$ cat src/rtl/core/mpq_pkg.sv
// Shared types and codes for the min priority queue unit.
`timescale 1ns / 1ps
`default_nettype none

package mpq_pkg;

    // Operation carried in the input beat's tuser
    localparam logic MODE_ENQ = 1'b0;
    localparam logic MODE_DEQ = 1'b1;

    typedef enum logic [1:0] {
        STAT_OK        = 2'd0,
        STAT_OVERFLOW  = 2'd1,
        STAT_UNDERFLOW = 2'd2
    } t_status;

    typedef enum logic [1:0] {
        ST_IDLE,
        ST_SCAN,
        ST_SHIFT
    } t_state;

    // Controller -> datapath
    typedef struct packed {
        logic    push;        // append entry, emit OK result
        logic    reject;      // emit error result, state untouched
        t_status rej_code;
        logic    scan_start;  // seed min search with entry 0
        logic    scan_step;   // compare one more entry
        logic    commit;      // emit minimum, close the gap
    } t_dp_cmd;

    // Datapath -> controller
    typedef struct packed {
        logic full;
        logic empty;
        logic one_left;
        logic scan_last;
    } t_dp_stat;

endpackage

`default_nettype wire

$ cat src/rtl/core/mpq_datapath.sv
// Entry storage, sequential minimum search, compaction and result register.
`timescale 1ns / 1ps
`default_nettype none

module mpq_datapath #(
    parameter int DEPTH     = 8,
    parameter int PRIO_BITS = 8
) (
    input  wire                              i_clk,
    input  wire                              i_rst_n,
    input  mpq_pkg::t_dp_cmd                 i_cmd,
    output mpq_pkg::t_dp_stat                o_stat,
    input  wire signed [31:0]                i_value,
    input  wire [PRIO_BITS-1:0]              i_prio,
    output mpq_pkg::t_status                 o_status,
    output logic signed [31:0]               o_value,
    output logic [PRIO_BITS-1:0]             o_prio,
    output logic [$clog2(DEPTH+1)-1:0]       o_occupancy
);
    import mpq_pkg::*;

    localparam int IW = $clog2(DEPTH);
    localparam int CW = $clog2(DEPTH + 1);

    logic signed [31:0]    r_val  [DEPTH];
    logic [PRIO_BITS-1:0]  r_prio [DEPTH];
    logic [CW-1:0]         r_count;
    logic [IW-1:0]         r_idx;
    logic [IW-1:0]         r_best;
    logic [PRIO_BITS-1:0]  r_best_prio;

    t_status               r_status;
    logic signed [31:0]    r_out_value;
    logic [PRIO_BITS-1:0]  r_out_prio;
    logic [CW-1:0]         r_out_occ;

    always_ff @(posedge i_clk) begin
        if (!i_rst_n) begin
            r_count <= '0;
        end else if (i_cmd.push) begin
            r_count <= r_count + CW'(1);
        end else if (i_cmd.commit) begin
            r_count <= r_count - CW'(1);
        end
    end

    always_ff @(posedge i_clk) begin
        if (i_cmd.push) begin
            r_val[r_count[IW-1:0]]  <= i_value;
            r_prio[r_count[IW-1:0]] <= i_prio;
        end else if (i_cmd.commit) begin
            // every entry above the removed one moves down a slot
            for (int i = 0; i < DEPTH - 1; i++) begin
                if (IW'(i) >= r_best) begin
                    r_val[i]  <= r_val[i + 1];
                    r_prio[i] <= r_prio[i + 1];
                end
            end
        end
    end

    // strict less-than keeps the earliest entry on a tie
    always_ff @(posedge i_clk) begin
        if (i_cmd.scan_start) begin
            r_idx       <= IW'(1);
            r_best      <= '0;
            r_best_prio <= r_prio[0];
        end else if (i_cmd.scan_step) begin
            r_idx <= r_idx + IW'(1);
            if (r_prio[r_idx] < r_best_prio) begin
                r_best      <= r_idx;
                r_best_prio <= r_prio[r_idx];
            end
        end
    end

    always_ff @(posedge i_clk) begin
        if (i_cmd.push) begin
            r_status    <= STAT_OK;
            r_out_value <= '0;
            r_out_prio  <= '0;
            r_out_occ   <= r_count + CW'(1);
        end else if (i_cmd.reject) begin
            r_status    <= i_cmd.rej_code;
            r_out_value <= '0;
            r_out_prio  <= '0;
            r_out_occ   <= r_count;
        end else if (i_cmd.commit) begin
            r_status    <= STAT_OK;
            r_out_value <= r_val[r_best];
            r_out_prio  <= r_best_prio;
            r_out_occ   <= r_count - CW'(1);
        end
    end

    always_comb begin
        o_stat.full      = (r_count == CW'(DEPTH));
        o_stat.empty     = (r_count == '0);
        o_stat.one_left  = (r_count == CW'(1));
        o_stat.scan_last = ((CW'(r_idx) + CW'(1)) == r_count);
    end

    assign o_status    = r_status;
    assign o_value     = r_out_value;
    assign o_prio      = r_out_prio;
    assign o_occupancy = r_out_occ;

endmodule

`default_nettype wire

$ cat src/rtl/core/mpq_ctrl.sv
// Operation sequencer and result-beat valid for the min priority queue.
`timescale 1ns / 1ps
`default_nettype none

module mpq_ctrl (
    input  wire                i_clk,
    input  wire                i_rst_n,
    input  wire                i_s_valid,
    output logic               o_s_ready,
    input  wire                i_mode,
    output logic               o_m_valid,
    input  wire                i_m_ready,
    output mpq_pkg::t_dp_cmd   o_cmd,
    input  mpq_pkg::t_dp_stat  i_stat
);
    import mpq_pkg::*;

    t_state r_state;
    t_state n_state;
    logic   r_out_valid;
    logic   w_accept;
    logic   w_emit;

    always_ff @(posedge i_clk) begin
        if (!i_rst_n) begin
            r_state <= ST_IDLE;
        end else begin
            r_state <= n_state;
        end
    end

    // result slot is free or draining at accept, so a dequeue can always land its beat
    always_comb begin
        o_s_ready = (r_state == ST_IDLE) && (!r_out_valid || i_m_ready);
        w_accept  = i_s_valid && o_s_ready;
        n_state   = r_state;
        o_cmd     = '0;
        o_cmd.rej_code = STAT_OK;
        unique case (r_state)
            ST_IDLE: begin
                if (w_accept) begin
                    if (i_mode == MODE_ENQ) begin
                        if (i_stat.full) begin
                            o_cmd.reject   = 1'b1;
                            o_cmd.rej_code = STAT_OVERFLOW;
                        end else begin
                            o_cmd.push = 1'b1;
                        end
                    end else if (i_stat.empty) begin
                        o_cmd.reject   = 1'b1;
                        o_cmd.rej_code = STAT_UNDERFLOW;
                    end else begin
                        o_cmd.scan_start = 1'b1;
                        n_state = i_stat.one_left ? ST_SHIFT : ST_SCAN;
                    end
                end
            end
            ST_SCAN: begin
                o_cmd.scan_step = 1'b1;
                if (i_stat.scan_last) begin
                    n_state = ST_SHIFT;
                end
            end
            ST_SHIFT: begin
                o_cmd.commit = 1'b1;
                n_state      = ST_IDLE;
            end
            default: n_state = ST_IDLE;
        endcase
        w_emit = o_cmd.push || o_cmd.reject || o_cmd.commit;
    end

    always_ff @(posedge i_clk) begin
        if (!i_rst_n) begin
            r_out_valid <= 1'b0;
        end else if (w_emit) begin
            r_out_valid <= 1'b1;
        end else if (i_m_ready) begin
            r_out_valid <= 1'b0;
        end
    end

    assign o_m_valid = r_out_valid;

endmodule

`default_nettype wire

$ cat src/rtl/core/min_priority_queue_unit.sv
// Top level: bounded min priority queue with stream ports.
// Enqueue and rejected operations: result beat in the cycle after accept.
// Dequeue: the result beat follows the priority scan, which compares one stored
//   entry per cycle, and the shift that removes the minimum and closes the gap.
// A new beat is taken once the unit is idle and its result slot is free or draining.
// Reset (synchronous, active low) empties the queue and drops any pending result.
`timescale 1ns / 1ps
`default_nettype none

module min_priority_queue_unit #(
    parameter int DEPTH     = 8,
    parameter int PRIO_BITS = 8
) (
    input  wire  i_clk,
    input  wire  i_rst_n,
    input  wire  i_s_tvalid,
    output logic o_s_tready,
    // [31:0] item_value, [32 +: PRIO_BITS] prio_in, zero padded to bytes
    input  wire  [((32 + PRIO_BITS + 7) / 8) * 8 - 1:0] i_s_tdata,
    // [0] mode
    input  wire  i_s_tuser,
    output logic o_m_tvalid,
    input  wire  i_m_tready,
    // [1:0] status, [33:2] out_value, then out_prio (PRIO_BITS), then occupancy,
    // zero padded to bytes
    output logic [((34 + PRIO_BITS + $clog2(DEPTH + 1) + 7) / 8) * 8 - 1:0] o_m_tdata
);
    import mpq_pkg::*;

    localparam int CW    = $clog2(DEPTH + 1);
    localparam int OUT_W = ((34 + PRIO_BITS + CW + 7) / 8) * 8;

    t_dp_cmd              w_cmd;
    t_dp_stat             w_stat;
    t_status              w_status;
    logic signed [31:0]   w_value;
    logic [PRIO_BITS-1:0] w_prio;
    logic [CW-1:0]        w_occ;

    mpq_ctrl u_ctrl (
        .i_clk     (i_clk),
        .i_rst_n   (i_rst_n),
        .i_s_valid (i_s_tvalid),
        .o_s_ready (o_s_tready),
        .i_mode    (i_s_tuser),
        .o_m_valid (o_m_tvalid),
        .i_m_ready (i_m_tready),
        .o_cmd     (w_cmd),
        .i_stat    (w_stat)
    );

    mpq_datapath #(
        .DEPTH     (DEPTH),
        .PRIO_BITS (PRIO_BITS)
    ) u_datapath (
        .i_clk       (i_clk),
        .i_rst_n     (i_rst_n),
        .i_cmd       (w_cmd),
        .o_stat      (w_stat),
        .i_value     (i_s_tdata[31:0]),
        .i_prio      (i_s_tdata[32 +: PRIO_BITS]),
        .o_status    (w_status),
        .o_value     (w_value),
        .o_prio      (w_prio),
        .o_occupancy (w_occ)
    );

    assign o_m_tdata = OUT_W'({w_occ, w_prio, w_value, w_status});

    a_occ_bound: assert property (@(posedge i_clk) disable iff (!i_rst_n)
        o_m_tvalid |-> (w_occ <= CW'(DEPTH)))
        else $error("occupancy above depth");

    a_underflow_empty: assert property (@(posedge i_clk) disable iff (!i_rst_n)
        (o_m_tvalid && (w_status == STAT_UNDERFLOW)) |->
            ((w_occ == '0) && (w_value == '0) && (w_prio == '0)))
        else $error("underflow result on a non-empty queue");

    a_overflow_full: assert property (@(posedge i_clk) disable iff (!i_rst_n)
        (o_m_tvalid && (w_status == STAT_OVERFLOW)) |-> (w_occ == CW'(DEPTH)))
        else $error("overflow result on a queue that is not full");

    a_one_op: assert property (@(posedge i_clk) disable iff (!i_rst_n)
        $countones({w_cmd.push, w_cmd.reject, w_cmd.scan_start,
                    w_cmd.scan_step, w_cmd.commit}) <= 1)
        else $error("conflicting datapath commands");

endmodule

`default_nettype wire

$ cat config.mk
export PLATFORM = sky130hd
export DESIGN_NAME = min_priority_queue_unit
export DESIGN_NICKNAME = d
export VERILOG_FILES = /design/src/rtl/core/mpq_pkg.sv /design/src/rtl/core/mpq_datapath.sv /design/src/rtl/core/mpq_ctrl.sv /design/src/rtl/core/min_priority_queue_unit.sv
export SDC_FILE = /design/constraint.sdc
export NUM_CORES = 1
export LEC_CHECK = 0
export ABC_AREA = 0
export ABC_CLOCK_PERIOD_IN_PS = 5900
export BUFFER_PORTS_ARGS = -buffer_cell sky130_fd_sc_hd__buf_4
export CORE_MARGIN = 4
export CORE_UTILIZATION = 38
export CTS_BUF_LIST = sky130_fd_sc_hd__clkbuf_4
export DETAILED_ROUTE_END_ITERATION = 16
export PLACE_DENSITY = 0.57
export SYNTH_ARGS = -nofsm -noshare
export SYNTH_HDL_FRONTEND = slang
export SYNTH_HIERARCHICAL = 1
export SYNTH_SLANG_ARGS = --single-unit
$ cat constraint.sdc
create_clock -name i_clk -period 5.9 [get_ports i_clk]
set_input_delay 0 -clock i_clk [delete_from_list [all_inputs] [get_ports i_clk]]
set_output_delay 0 -clock i_clk [all_outputs]
set_load 0.005 [all_outputs]
==> results.toml, run 1 <==
[place]
port-buffer-count = 92
gp_congestion = 0.749
placement.cell_area_sq_um = 19300
dpl_hpwl_um = 25600
cell_count_after_placement = 1992

[route]
final_antenna_net_count = 0
drt_wl_total_um = 45600
drc = 0
vias_per_inst = 5.28
detailroute.via_count = 11900
dr.pass1.iters = 5
drt_iter0_markers = 853
routed_wire_length_per_instance_um = 20.2

[global_route]
global_route.overflow_total = 0
grt_max_degree = 81
number_of_global_route_vias_before_repair = 12200
initial_antenna_violation_count = 1
grtUsageTotal = 0.178
wire_length_of_the_first_global_routing_pass_um = 70200

[critical_path]
worstRegToRegCells = 11
end_kind = "flip-flop"
cp.arrival_ps = 5070
worst-endpoint-required_ps = 6390
r2r_end = "u_datapath/r_val[4][14]$_DFFE_PP_"
crit-reg2reg-launch = "u_datapath/r_count[0]$_SDFFE_PN0P_"
reg2reg_slack_ps = 1320
criticalPathCategory = "reg2reg"
critical_path_sink = "u_datapath/r_val[4][14]$_DFFE_PP_"
timing.critical_path.fanout_max = 26
timing_startpoint_of_the_critical_path = "u_datapath/r_count[0]$_SDFFE_PN0P_"
startpoint_type_of_the_worst_setup_path = "flip-flop"

[min_path]
hold_crit_class = "in2reg"
worst_hold_path.num_cells = 3

[job]
cap_violations = 0

[final_layout]
final-instance-count-excl-fill = 2255
n_fill_cell = 4300
multi_input_area_sq_um = 6420
fin_area_sq_um = 21500
syn2layout_area_growth_pct = 18.4
final_nets = 1620
regArea_sq_um = 11100
drive_gt1_frac = 0.264
post-route-util = 0.458

[clocking]
clock_tree.htree_level_count = 3
quantity_of_hold_fixing_buffers_added_after_cts = 74
maximum_clock_insertion_buffer_count = 3
worst_setup_hold_path_clk_slew_ps = 70
clock_sinks = 390
ctsResizeCount = 0
clk-insertion-delay-late_ps = 780
post_cts_buffers = 0
tritoncts.num_buffers = 103
tritoncts = "done"
clock-root-buffer = "clkbuf_4"

[logic_synthesis]
synth_enable_flop_cells = 332
synth_top_area_share = 0.550
synth.cells.most_frequent = "edfxtp_1, nor2_1, a21oi_1, mux2i_1, mux4_2"
syn_area_per_cell_sq_um = 13.2
synth_top_flop_cell = "edfxtp_1"
async_reset_ff_frac = 0
synth_cell_type_count = 55
ys_warn_count = 6
most_frequent_cell_after_synthesis = "edfxtp_1"
yosys.area.top_type = "edfxtp_1"
syn-cell-area_sq_um = 18100
postSynthRegisterBits = 390
syn-instance-count = 1375
synth.area.top_cells = "edfxtp_1, mux4_2, dfxtp_1, a21oi_1, nor2_1"
seq_area_frac_synth = 0.614

[pwr]
switchingPower_uw = 2090
cellInternalPower_uw = 5300
p_clk_frac = 0.324
pwr-share-comb = 0.221
switching_share = 0.283
pwr-share-seq = 0.455
max-vdd-ir-drop_uv = 229
power_density_nw_per_um2 = 345
power_leakage_uw = 0.00787

[sta]
setup_viol = 0
timing.slew.headroom = 0.188
drv_slew = 0
finalCritPeriodShare = 0.776
maxClockFrequency_mhz = 218
worst_slew_pin_slew_ps = 1220
holdWs_ps = 99.0
hold_viol_final = 0
final.min_clock_period_ps = 4580
fin_setup_tns_ps = 0
rsz0062_at_grt = "false"
fin_worst_skew_ps = 58.6

[floorplan]
die-area_sq_um = 51200
core.rowCount = 79
chipWidth_um = 226
pin_count = 95
initial_util = 0.387
die_height_um = 226
core_area_sq_um = 46900

[outcome]
outcome = "complete, no violations"
## metal layers
layer,global-route usage,part of all wire,vias to the layer above,routed length [um]
met2,0.292,0.49,341,22200
met4,0.0540,0.016,0,722
met3,0.0334,0.055,47,2520
met5,0,0,-,0
met1,0.243,0.44,5941,20200
li1,-,-,5574,-
## cells by family (layout without fill, tap and decap cells)
kind of cell,Yosys count,count (layout),synth area share
AOI/OAI and AO/OA,273,273,0.0833
xor gates and xnor gates,11,11,0.00532
adders and majority gates,11,11,0.00760
buffers and inverters,154,425,0.0371
DFF,390,390,0.614
muxes,211,211,0.176
other,1,3,0.000207
and+or+nand+nor,324,324,0.0759
## cell type report
| type | count | area share |
|---|---|---|
| diodes | 1 | 0.000117 |
| clock buffers | 172 | 0.0602 |
| clock inverters | 16 | 0.00309 |
| inverters | 51 | 0.00892 |
| multi-input cells | 832 | 0.299 |
| flip-flops and latches | 390 | 0.519 |
| well taps | 607 | 0.0354 |
| repair buffers | 186 | 0.0737 |
## cells in the final DEF (no fill, tap or decap), types with 5 or more instances in the layout
cell           count
nand2b_1          12
inv_1             50
nor2_1           262
nand2_1           10
xnor2_1            5
a21oi_1          214
xor2_1             6
o21ai_4            5
buf_4            112
mux4_2            75
edfxtp_1         332
dfxtp_1           55
o21ai_0            5
ha_1              11
mux2_2            41
clkbuf_4         172
a211oi_1          34
clkinv_1          12
mux2i_1           86
dlygate4sd3_1     74
## worst min-delay path by stage
| stage | start | to |
|---|---|---|
| floorplan | i_rst_n | u_datapath/r_count[2]$_SDFFE_PN0P_ |
| global route | i_s_tdata[7] | u_datapath/r_val[6][7]$_DFFE_PP_ |
| detailed placement | i_rst_n | u_datapath/r_count[2]$_SDFFE_PN0P_ |
| CTS | i_s_tdata[7] | u_datapath/r_val[6][7]$_DFFE_PP_ |
| finish | i_s_tdata[3] | u_datapath/r_val[6][3]$_DFFE_PP_ |
| global placement | i_rst_n | u_datapath/r_count[2]$_SDFFE_PN0P_ |
## state kept, by name (all words and copies together), names as in the netlist, 3 cells and up, named ones only
name                    count
u_datapath/r_val          256
u_datapath/r_idx            3
u_datapath/r_best           3
u_datapath/o_occupancy      4
u_datapath/r_best_prio      8
u_datapath/o_prio           8
u_datapath/o_value         32
u_datapath/r_prio          64
u_datapath/r_count          4
## per-stage QoR
step / worst slack (ps) / power [uW]
3_5_place_dp: 1790 / 5050
4_1_cts: 1370 / 7530
2_1_floorplan: 539 / 4590
3_3_place_gp: 1830 / 5030
5_1_grt: 1060 / 7830
6_report: 1320 / 7400
## critical path, stage by stage, from the launching register on
cell	delay, ps
dfxtp_1	710
inv_1	150
ha_1	270
and3b_1	190
nor3_1	150
dlygate4sd3_1	570
buf_4	210
nor2b_2	110
nand2_2	530
buf_4	630
mux2i_1	610
a21oi_1	160
## power groups by stage
stage / clock (uW) / combinational [uW] / sequential, uW
finish: 2390 / 1640 / 3370
CTS: 2490 / 1660 / 3380
detailed placement: 0 / 1610 / 3430
floorplan: 0 / 1350 / 3240
global route: 2650 / 1780 / 3400
global placement: 0 / 1600 / 3430
No activity file was read; power rests on OpenSTA's default activity.
==> inputs of run 2 (changes only) <==
Settings changed: ABC_CLOCK_PERIOD_IN_PS 5900 to 4000, PLACE_DENSITY 0.57 to 0.59.
Clock period 5.9 ns to 4 ns, I/O delays scaled along.
==> results.toml, run 2 (same netlist as run 1, synthesis figures left out) <==
[outcome]
outcome = "complete, no violations"

[route]
vias_per_inst = 5.24
drt_iter0_markers = 954
dr.pass1.iters = 5
drc = 0
routed_wire_length_per_instance_um = 19.9
drt_wl_total_um = 44600
detailroute.via_count = 11800
final_antenna_net_count = 0

[final_layout]
regArea_sq_um = 11100
largest_register_ffs = 256
fin_area_sq_um = 21500
syn2layout_area_growth_pct = 18.7
commonest_cells_after_routing_fill_and_taps_aside = "edfxtp_1, nor2_1, a21oi_1, clkbuf_4, buf_4"
largest_register = "u_datapath/r_val"
final_nets = 1608
n_fill_cell = 4310
multi_input_area_sq_um = 6440
layout.cells.most_common = "edfxtp_1"
drive_gt1_frac = 0.274

[min_path]
hold-path-endpoint = "u_datapath/r_val[6][6]$_DFFE_PP_"
worst_hold_path.num_cells = 3
hold_crit_class = "in2reg"
timing.hold.worst.start = "i_s_tdata[6]"

[critical_path]
worstRegToRegCells = 9
criticalPathCategory = "reg2reg"
cp_cell_sequence = "inv_1, ha_1, and3b_1, nor3_1, dlygate4sd3_1, buf_4, nand2b_1, o31ai_4, buf_4"
worst_path_most_repeated_cell = "buf_4"
cp.arrival_ps = 4130
crit-reg2reg-launch = "u_datapath/r_count[1]$_SDFFE_PN0P_"
critical-path-slowest-cell = "dfxtp_1"
critical_path_buf_inv_count = 4
startpoint_type_of_the_worst_setup_path = "flip-flop"
worst-endpoint-required_ps = 4380
critical-path-top-delay-family = "buffers and inverters"
critical-path-max-stage-delay_ps = 640
reg2reg_slack_ps = 250
timing.critical_path.fanout_max = 29
r2r_end = "u_datapath/r_val[0][19]$_DFFE_PP_"
end_kind = "flip-flop"

[sta]
maxClockFrequency_mhz = 267
hold_viol_final = 0
finalCritPeriodShare = 0.937
fin_worst_skew_ps = 41.1
timing.slew.headroom = 0.351
final.min_clock_period_ps = 3750
rsz0062_at_grt = "false"
setup_viol = 0
worst_slew_pin_slew_ps = 974
drv_slew = 0
holdWs_ps = 94.2
setup_ws_ps = 252

[floorplan]
initial_util = 0.387
core.rowCount = 79
die_height_um = 226
chipWidth_um = 226
pin_count = 95
die-area_sq_um = 51200
core_area_sq_um = 46900

[global_route]
grt_max_degree = 82
initial_antenna_violation_count = 1
global_route.overflow_total = 0
wire_length_of_the_first_global_routing_pass_um = 69200
grtUsageTotal = 0.175
number_of_global_route_vias_before_repair = 12000

[place]
place_worst_setup_slack_ps = 493
dpl_hpwl_um = 26000
placement.cell_area_sq_um = 19600
gp_congestion = 0.776
port-buffer-count = 92

[clocking]
clock_sinks = 390
tritoncts = "done"
clock_tree.htree_level_count = 3
clock-root-buffer = "clkbuf_4"
clk-insertion-delay-late_ps = 770
maximum_clock_insertion_buffer_count = 3
tritoncts.num_buffers = 104
worst_setup_hold_path_clk_slew_ps = 70
post_cts_buffers = 0

[pwr]
power_leakage_uw = 0.00790
max-vdd-ir-drop_uv = 289
power_density_nw_per_um2 = 507

[job]
cap_violations = 0
## run 2: cell type report
cell class | count | area share
Tap cell | 607 | 0.0353
Multi-Input combinational cell | 832 | 0.300
Clock buffer | 172 | 0.0601
Clock inverter | 22 | 0.00402
Sequential cell | 390 | 0.518
Inverter | 51 | 0.00891
Antenna cell | 1 | 0.000116
Timing Repair Buffer | 173 | 0.0735
## run 2: through the flow
step           std cells  power [uW]  utilization  setup TNS (ps)
5_1_grt             2248       11500        0.459               0
3_5_place_dp        2004        7440        0.419               0
4_1_cts             2247       11100        0.459               0
6_report            2248       10900        0.459               0
2_1_floorplan       1376        6760            -          -51580
3_3_place_gp        2004        7430        0.419               0
## run 2: timing repair
action / CTS / global route
endpoints found under the hold margin: 337 / 0
resized for setup: 0 / 3
endpoints found under the setup margin: 0 / 85
hold buffers: 49 / 0
## run 2: report_power, final
group          leakage (uW)  switching [uW]  internal [uW]
combinational       0.00359            1050           1270
sequential          0.00347             411           4630
clock              0.000841            1610           1930
total               0.00790            3070           7830
## run 2: worst max-delay path by stage
stage,start,endpoint,cells after the start
after floorplan,u_datapath/r_count[0]$_SDFFE_PN0P_,u_datapath/r_prio[1][0]$_DFFE_PP_,9
after global routing,u_datapath/r_count[1]$_SDFFE_PN0P_,u_datapath/r_val[0][30]$_DFFE_PP_,9
after global placement,flip-flop,u_datapath/r_best_prio[6]$_DFFE_PP_,8
after detailed placement,flip-flop,u_datapath/r_best_prio[1]$_DFFE_PP_,8
final,u_datapath/r_count[1]$_SDFFE_PN0P_,u_datapath/r_val[0][19]$_DFFE_PP_,9
after CTS,u_datapath/r_count[0]$_SDFFE_PN0P_,u_datapath/r_val[5][20]$_DFFE_PP_,9
## run 2: tightest hold or removal path: cells and delay by family
family	cells	cell delay, ps
mux	1	130
buf+inv	2	630
## run 2: metal layers
layer,GRT usage,wire (um),vias up
li1,-,-,5563
met1,0.240,20200,5849
met2,0.285,21400,308
met3,0.0335,2400,49
met4,0.0522,635,0
met5,0,0,-
==> inputs of run 3 (changes only) <==
--- a/config.mk
+++ b/config.mk
@@ -7,11 +7,12 @@
 export LEC_CHECK = 0
 export ABC_AREA = 0
-export ABC_CLOCK_PERIOD_IN_PS = 4000
+export ABC_CLOCK_PERIOD_IN_PS = 3840
 export BUFFER_PORTS_ARGS = -buffer_cell sky130_fd_sc_hd__buf_4
 export CORE_MARGIN = 4
 export CORE_UTILIZATION = 38
 export CTS_BUF_LIST = sky130_fd_sc_hd__clkbuf_4
+export CTS_CLUSTER_DIAMETER = 150
 export DETAILED_ROUTE_END_ITERATION = 16
-export PLACE_DENSITY = 0.59
+export PLACE_DENSITY = 0.57
 export SYNTH_ARGS = -nofsm -noshare
 export SYNTH_HDL_FRONTEND = slang
==> constraint.sdc (replaced) <==
create_clock -name i_clk -period 3.84 [get_ports i_clk]
set_input_delay 0 -clock i_clk [delete_from_list [all_inputs] [get_ports i_clk]]
set_output_delay 0 -clock i_clk [all_outputs]
set_load 0.05 [all_outputs]
==> results.toml, run 3 (same netlist as run 1, synthesis figures left out) <==
[outcome]
outcome = "complete, no violations"

[sta]
worst_slew_pin_slew_ps = 1020
rsz0062_at_grt = "false"
holdWs_ps = 86.0
final.min_clock_period_ps = 3600
fin_worst_skew_ps = 61.5
setup_ws_ps = 242
setup_viol = 0
drv_slew = 0
hold_viol_final = 0
finalCritPeriodShare = 0.937
timing.slew.headroom = 0.320
maxClockFrequency_mhz = 278

[final_layout]
largest_register = "u_datapath/r_val"
commonest_cells_after_routing_fill_and_taps_aside = "edfxtp_1, nor2_1, a21oi_1, clkbuf_4, buf_4"
layout.cells.most_common = "edfxtp_1"
final_nets = 1640
largest_register_ffs = 256
n_fill_cell = 4254
fin_area_sq_um = 21800
syn2layout_area_growth_pct = 20.2
drive_gt1_frac = 0.273

[route]
dr.pass1.iters = 7
drt_iter0_markers = 855
detailroute.via_count = 12000
drc = 0
vias_per_inst = 5.28
drt_wl_total_um = 46000
routed_wire_length_per_instance_um = 20.2
final_antenna_net_count = 0

[floorplan]
pin_count = 95
die_height_um = 226
die-area_sq_um = 51200
core.rowCount = 79
initial_util = 0.387
chipWidth_um = 226
core_area_sq_um = 46900

[place]
dpl_hpwl_um = 26400
place_worst_setup_slack_ps = 560
gp_congestion = 0.780
placement.cell_area_sq_um = 19600
port-buffer-count = 92

[critical_path]
startpoint_type_of_the_worst_setup_path = "flip-flop"
criticalPathCategory = "reg2reg"
end_kind = "flip-flop"
cp.arrival_ps = 3980
worst-endpoint-required_ps = 4230
timing.critical_path.fanout_max = 40
worstRegToRegCells = 9

[clocking]
clock_tree.htree_level_count = 3
maximum_clock_insertion_buffer_count = 3
clk-insertion-delay-late_ps = 820
clock-root-buffer = "clkbuf_4"
tritoncts.num_buffers = 107
clock_sinks = 390
worst_setup_hold_path_clk_slew_ps = 60
tritoncts = "done"

[pwr]
max-vdd-ir-drop_uv = 274
power_density_nw_per_um2 = 538
fin_total_pwr_uw = 11700
power_leakage_uw = 0.00802

[global_route]
wire_length_of_the_first_global_routing_pass_um = 71300
number_of_global_route_vias_before_repair = 12400
initial_antenna_violation_count = 1
grt_max_degree = 82
grtUsageTotal = 0.181
global_route.overflow_total = 0

[min_path]
hold_crit_class = "in2reg"
worst_hold_path.num_cells = 3

[job]
cap_violations = 0
## run 3: stage by stage
| step | utilization | std cells | TNS [ps] |
|---|---|---|---|
| after floorplan | - | 1376 | -96380 |
| after global placement | 0.418 | 2008 | 0 |
| after detailed placement | 0.418 | 2008 | 0 |
| after CTS | 0.465 | 2281 | 0 |
| after global routing | 0.465 | 2282 | 0 |
| final | 0.465 | 2282 | 0 |
## run 3: critical path, stage by stage, from the launching register on
cell and delay, ps:
dfxtp_1 330, inv_1 80, ha_1 220, and3b_1 180, nor3_1 410, dlygate4sd3_1 640
buf_4 200, nand2_1 220, o21ai_4 200, buf_4 650
## run 3: area by class of cell
type,count,area (sq um),share of cell area
antenna,1,2.50,0.000115
sequential,390,11100,0.512
inverter,51,191,0.00879
clock inverter,22,114,0.00523
timing repair buffer,202,1810,0.0833
multi-input combinational,832,6420,0.295
clock buffer,177,1330,0.0610
tap,607,759,0.0349
## run 3: path summary, 6_finish.rpt
check | startpoint | slack [ps] | endpoint
setup / recovery | u_datapath/r_count[1]$_SDFFE_PN0P_ | 240 | u_datapath/r_val[5][15]$_DFFE_PP_
hold reg to reg | u_datapath/o_value[6]$_SDFFE_PP0P_ | 490 | u_datapath/o_value[6]$_SDFFE_PP0P_
setup reg to reg | u_datapath/r_count[1]$_SDFFE_PN0P_ | 240 | u_datapath/r_val[5][15]$_DFFE_PP_
hold / removal | i_s_tdata[25] | 90 | u_datapath/r_val[6][25]$_DFFE_PP_
## run 3: report_power, final
| group | switching (uW) | total (uW) | internal [uW] | leakage (uW) |
|---|---|---|---|---|
| Sequential | 383 | 5210 | 4830 | 0.00347 |
| Clock | 1740 | 3870 | 2130 | 0.000868 |
| Combinational | 1270 | 2620 | 1350 | 0.00368 |
## run 3: routing by layer
| layer | vias up | part of all wire | GRT usage |
|---|---|---|---|
| met5 | - | 0 | 0 |
| met4 | 0 | 0.018 | 0.0568 |
| met3 | 63 | 0.056 | 0.0374 |
| met2 | 331 | 0.48 | 0.295 |
| met1 | 6033 | 0.45 | 0.245 |
| li1 | 5612 | - | - |
## run 3: what timing repair did
| item | in CTS | in global routing |
|---|---|---|
| setup buffers | 0 | 0 |
| resized for setup | 0 | 0 |
| hold buffers | 74 | 0 |
| hold endpoints to repair | 338 | 0 |
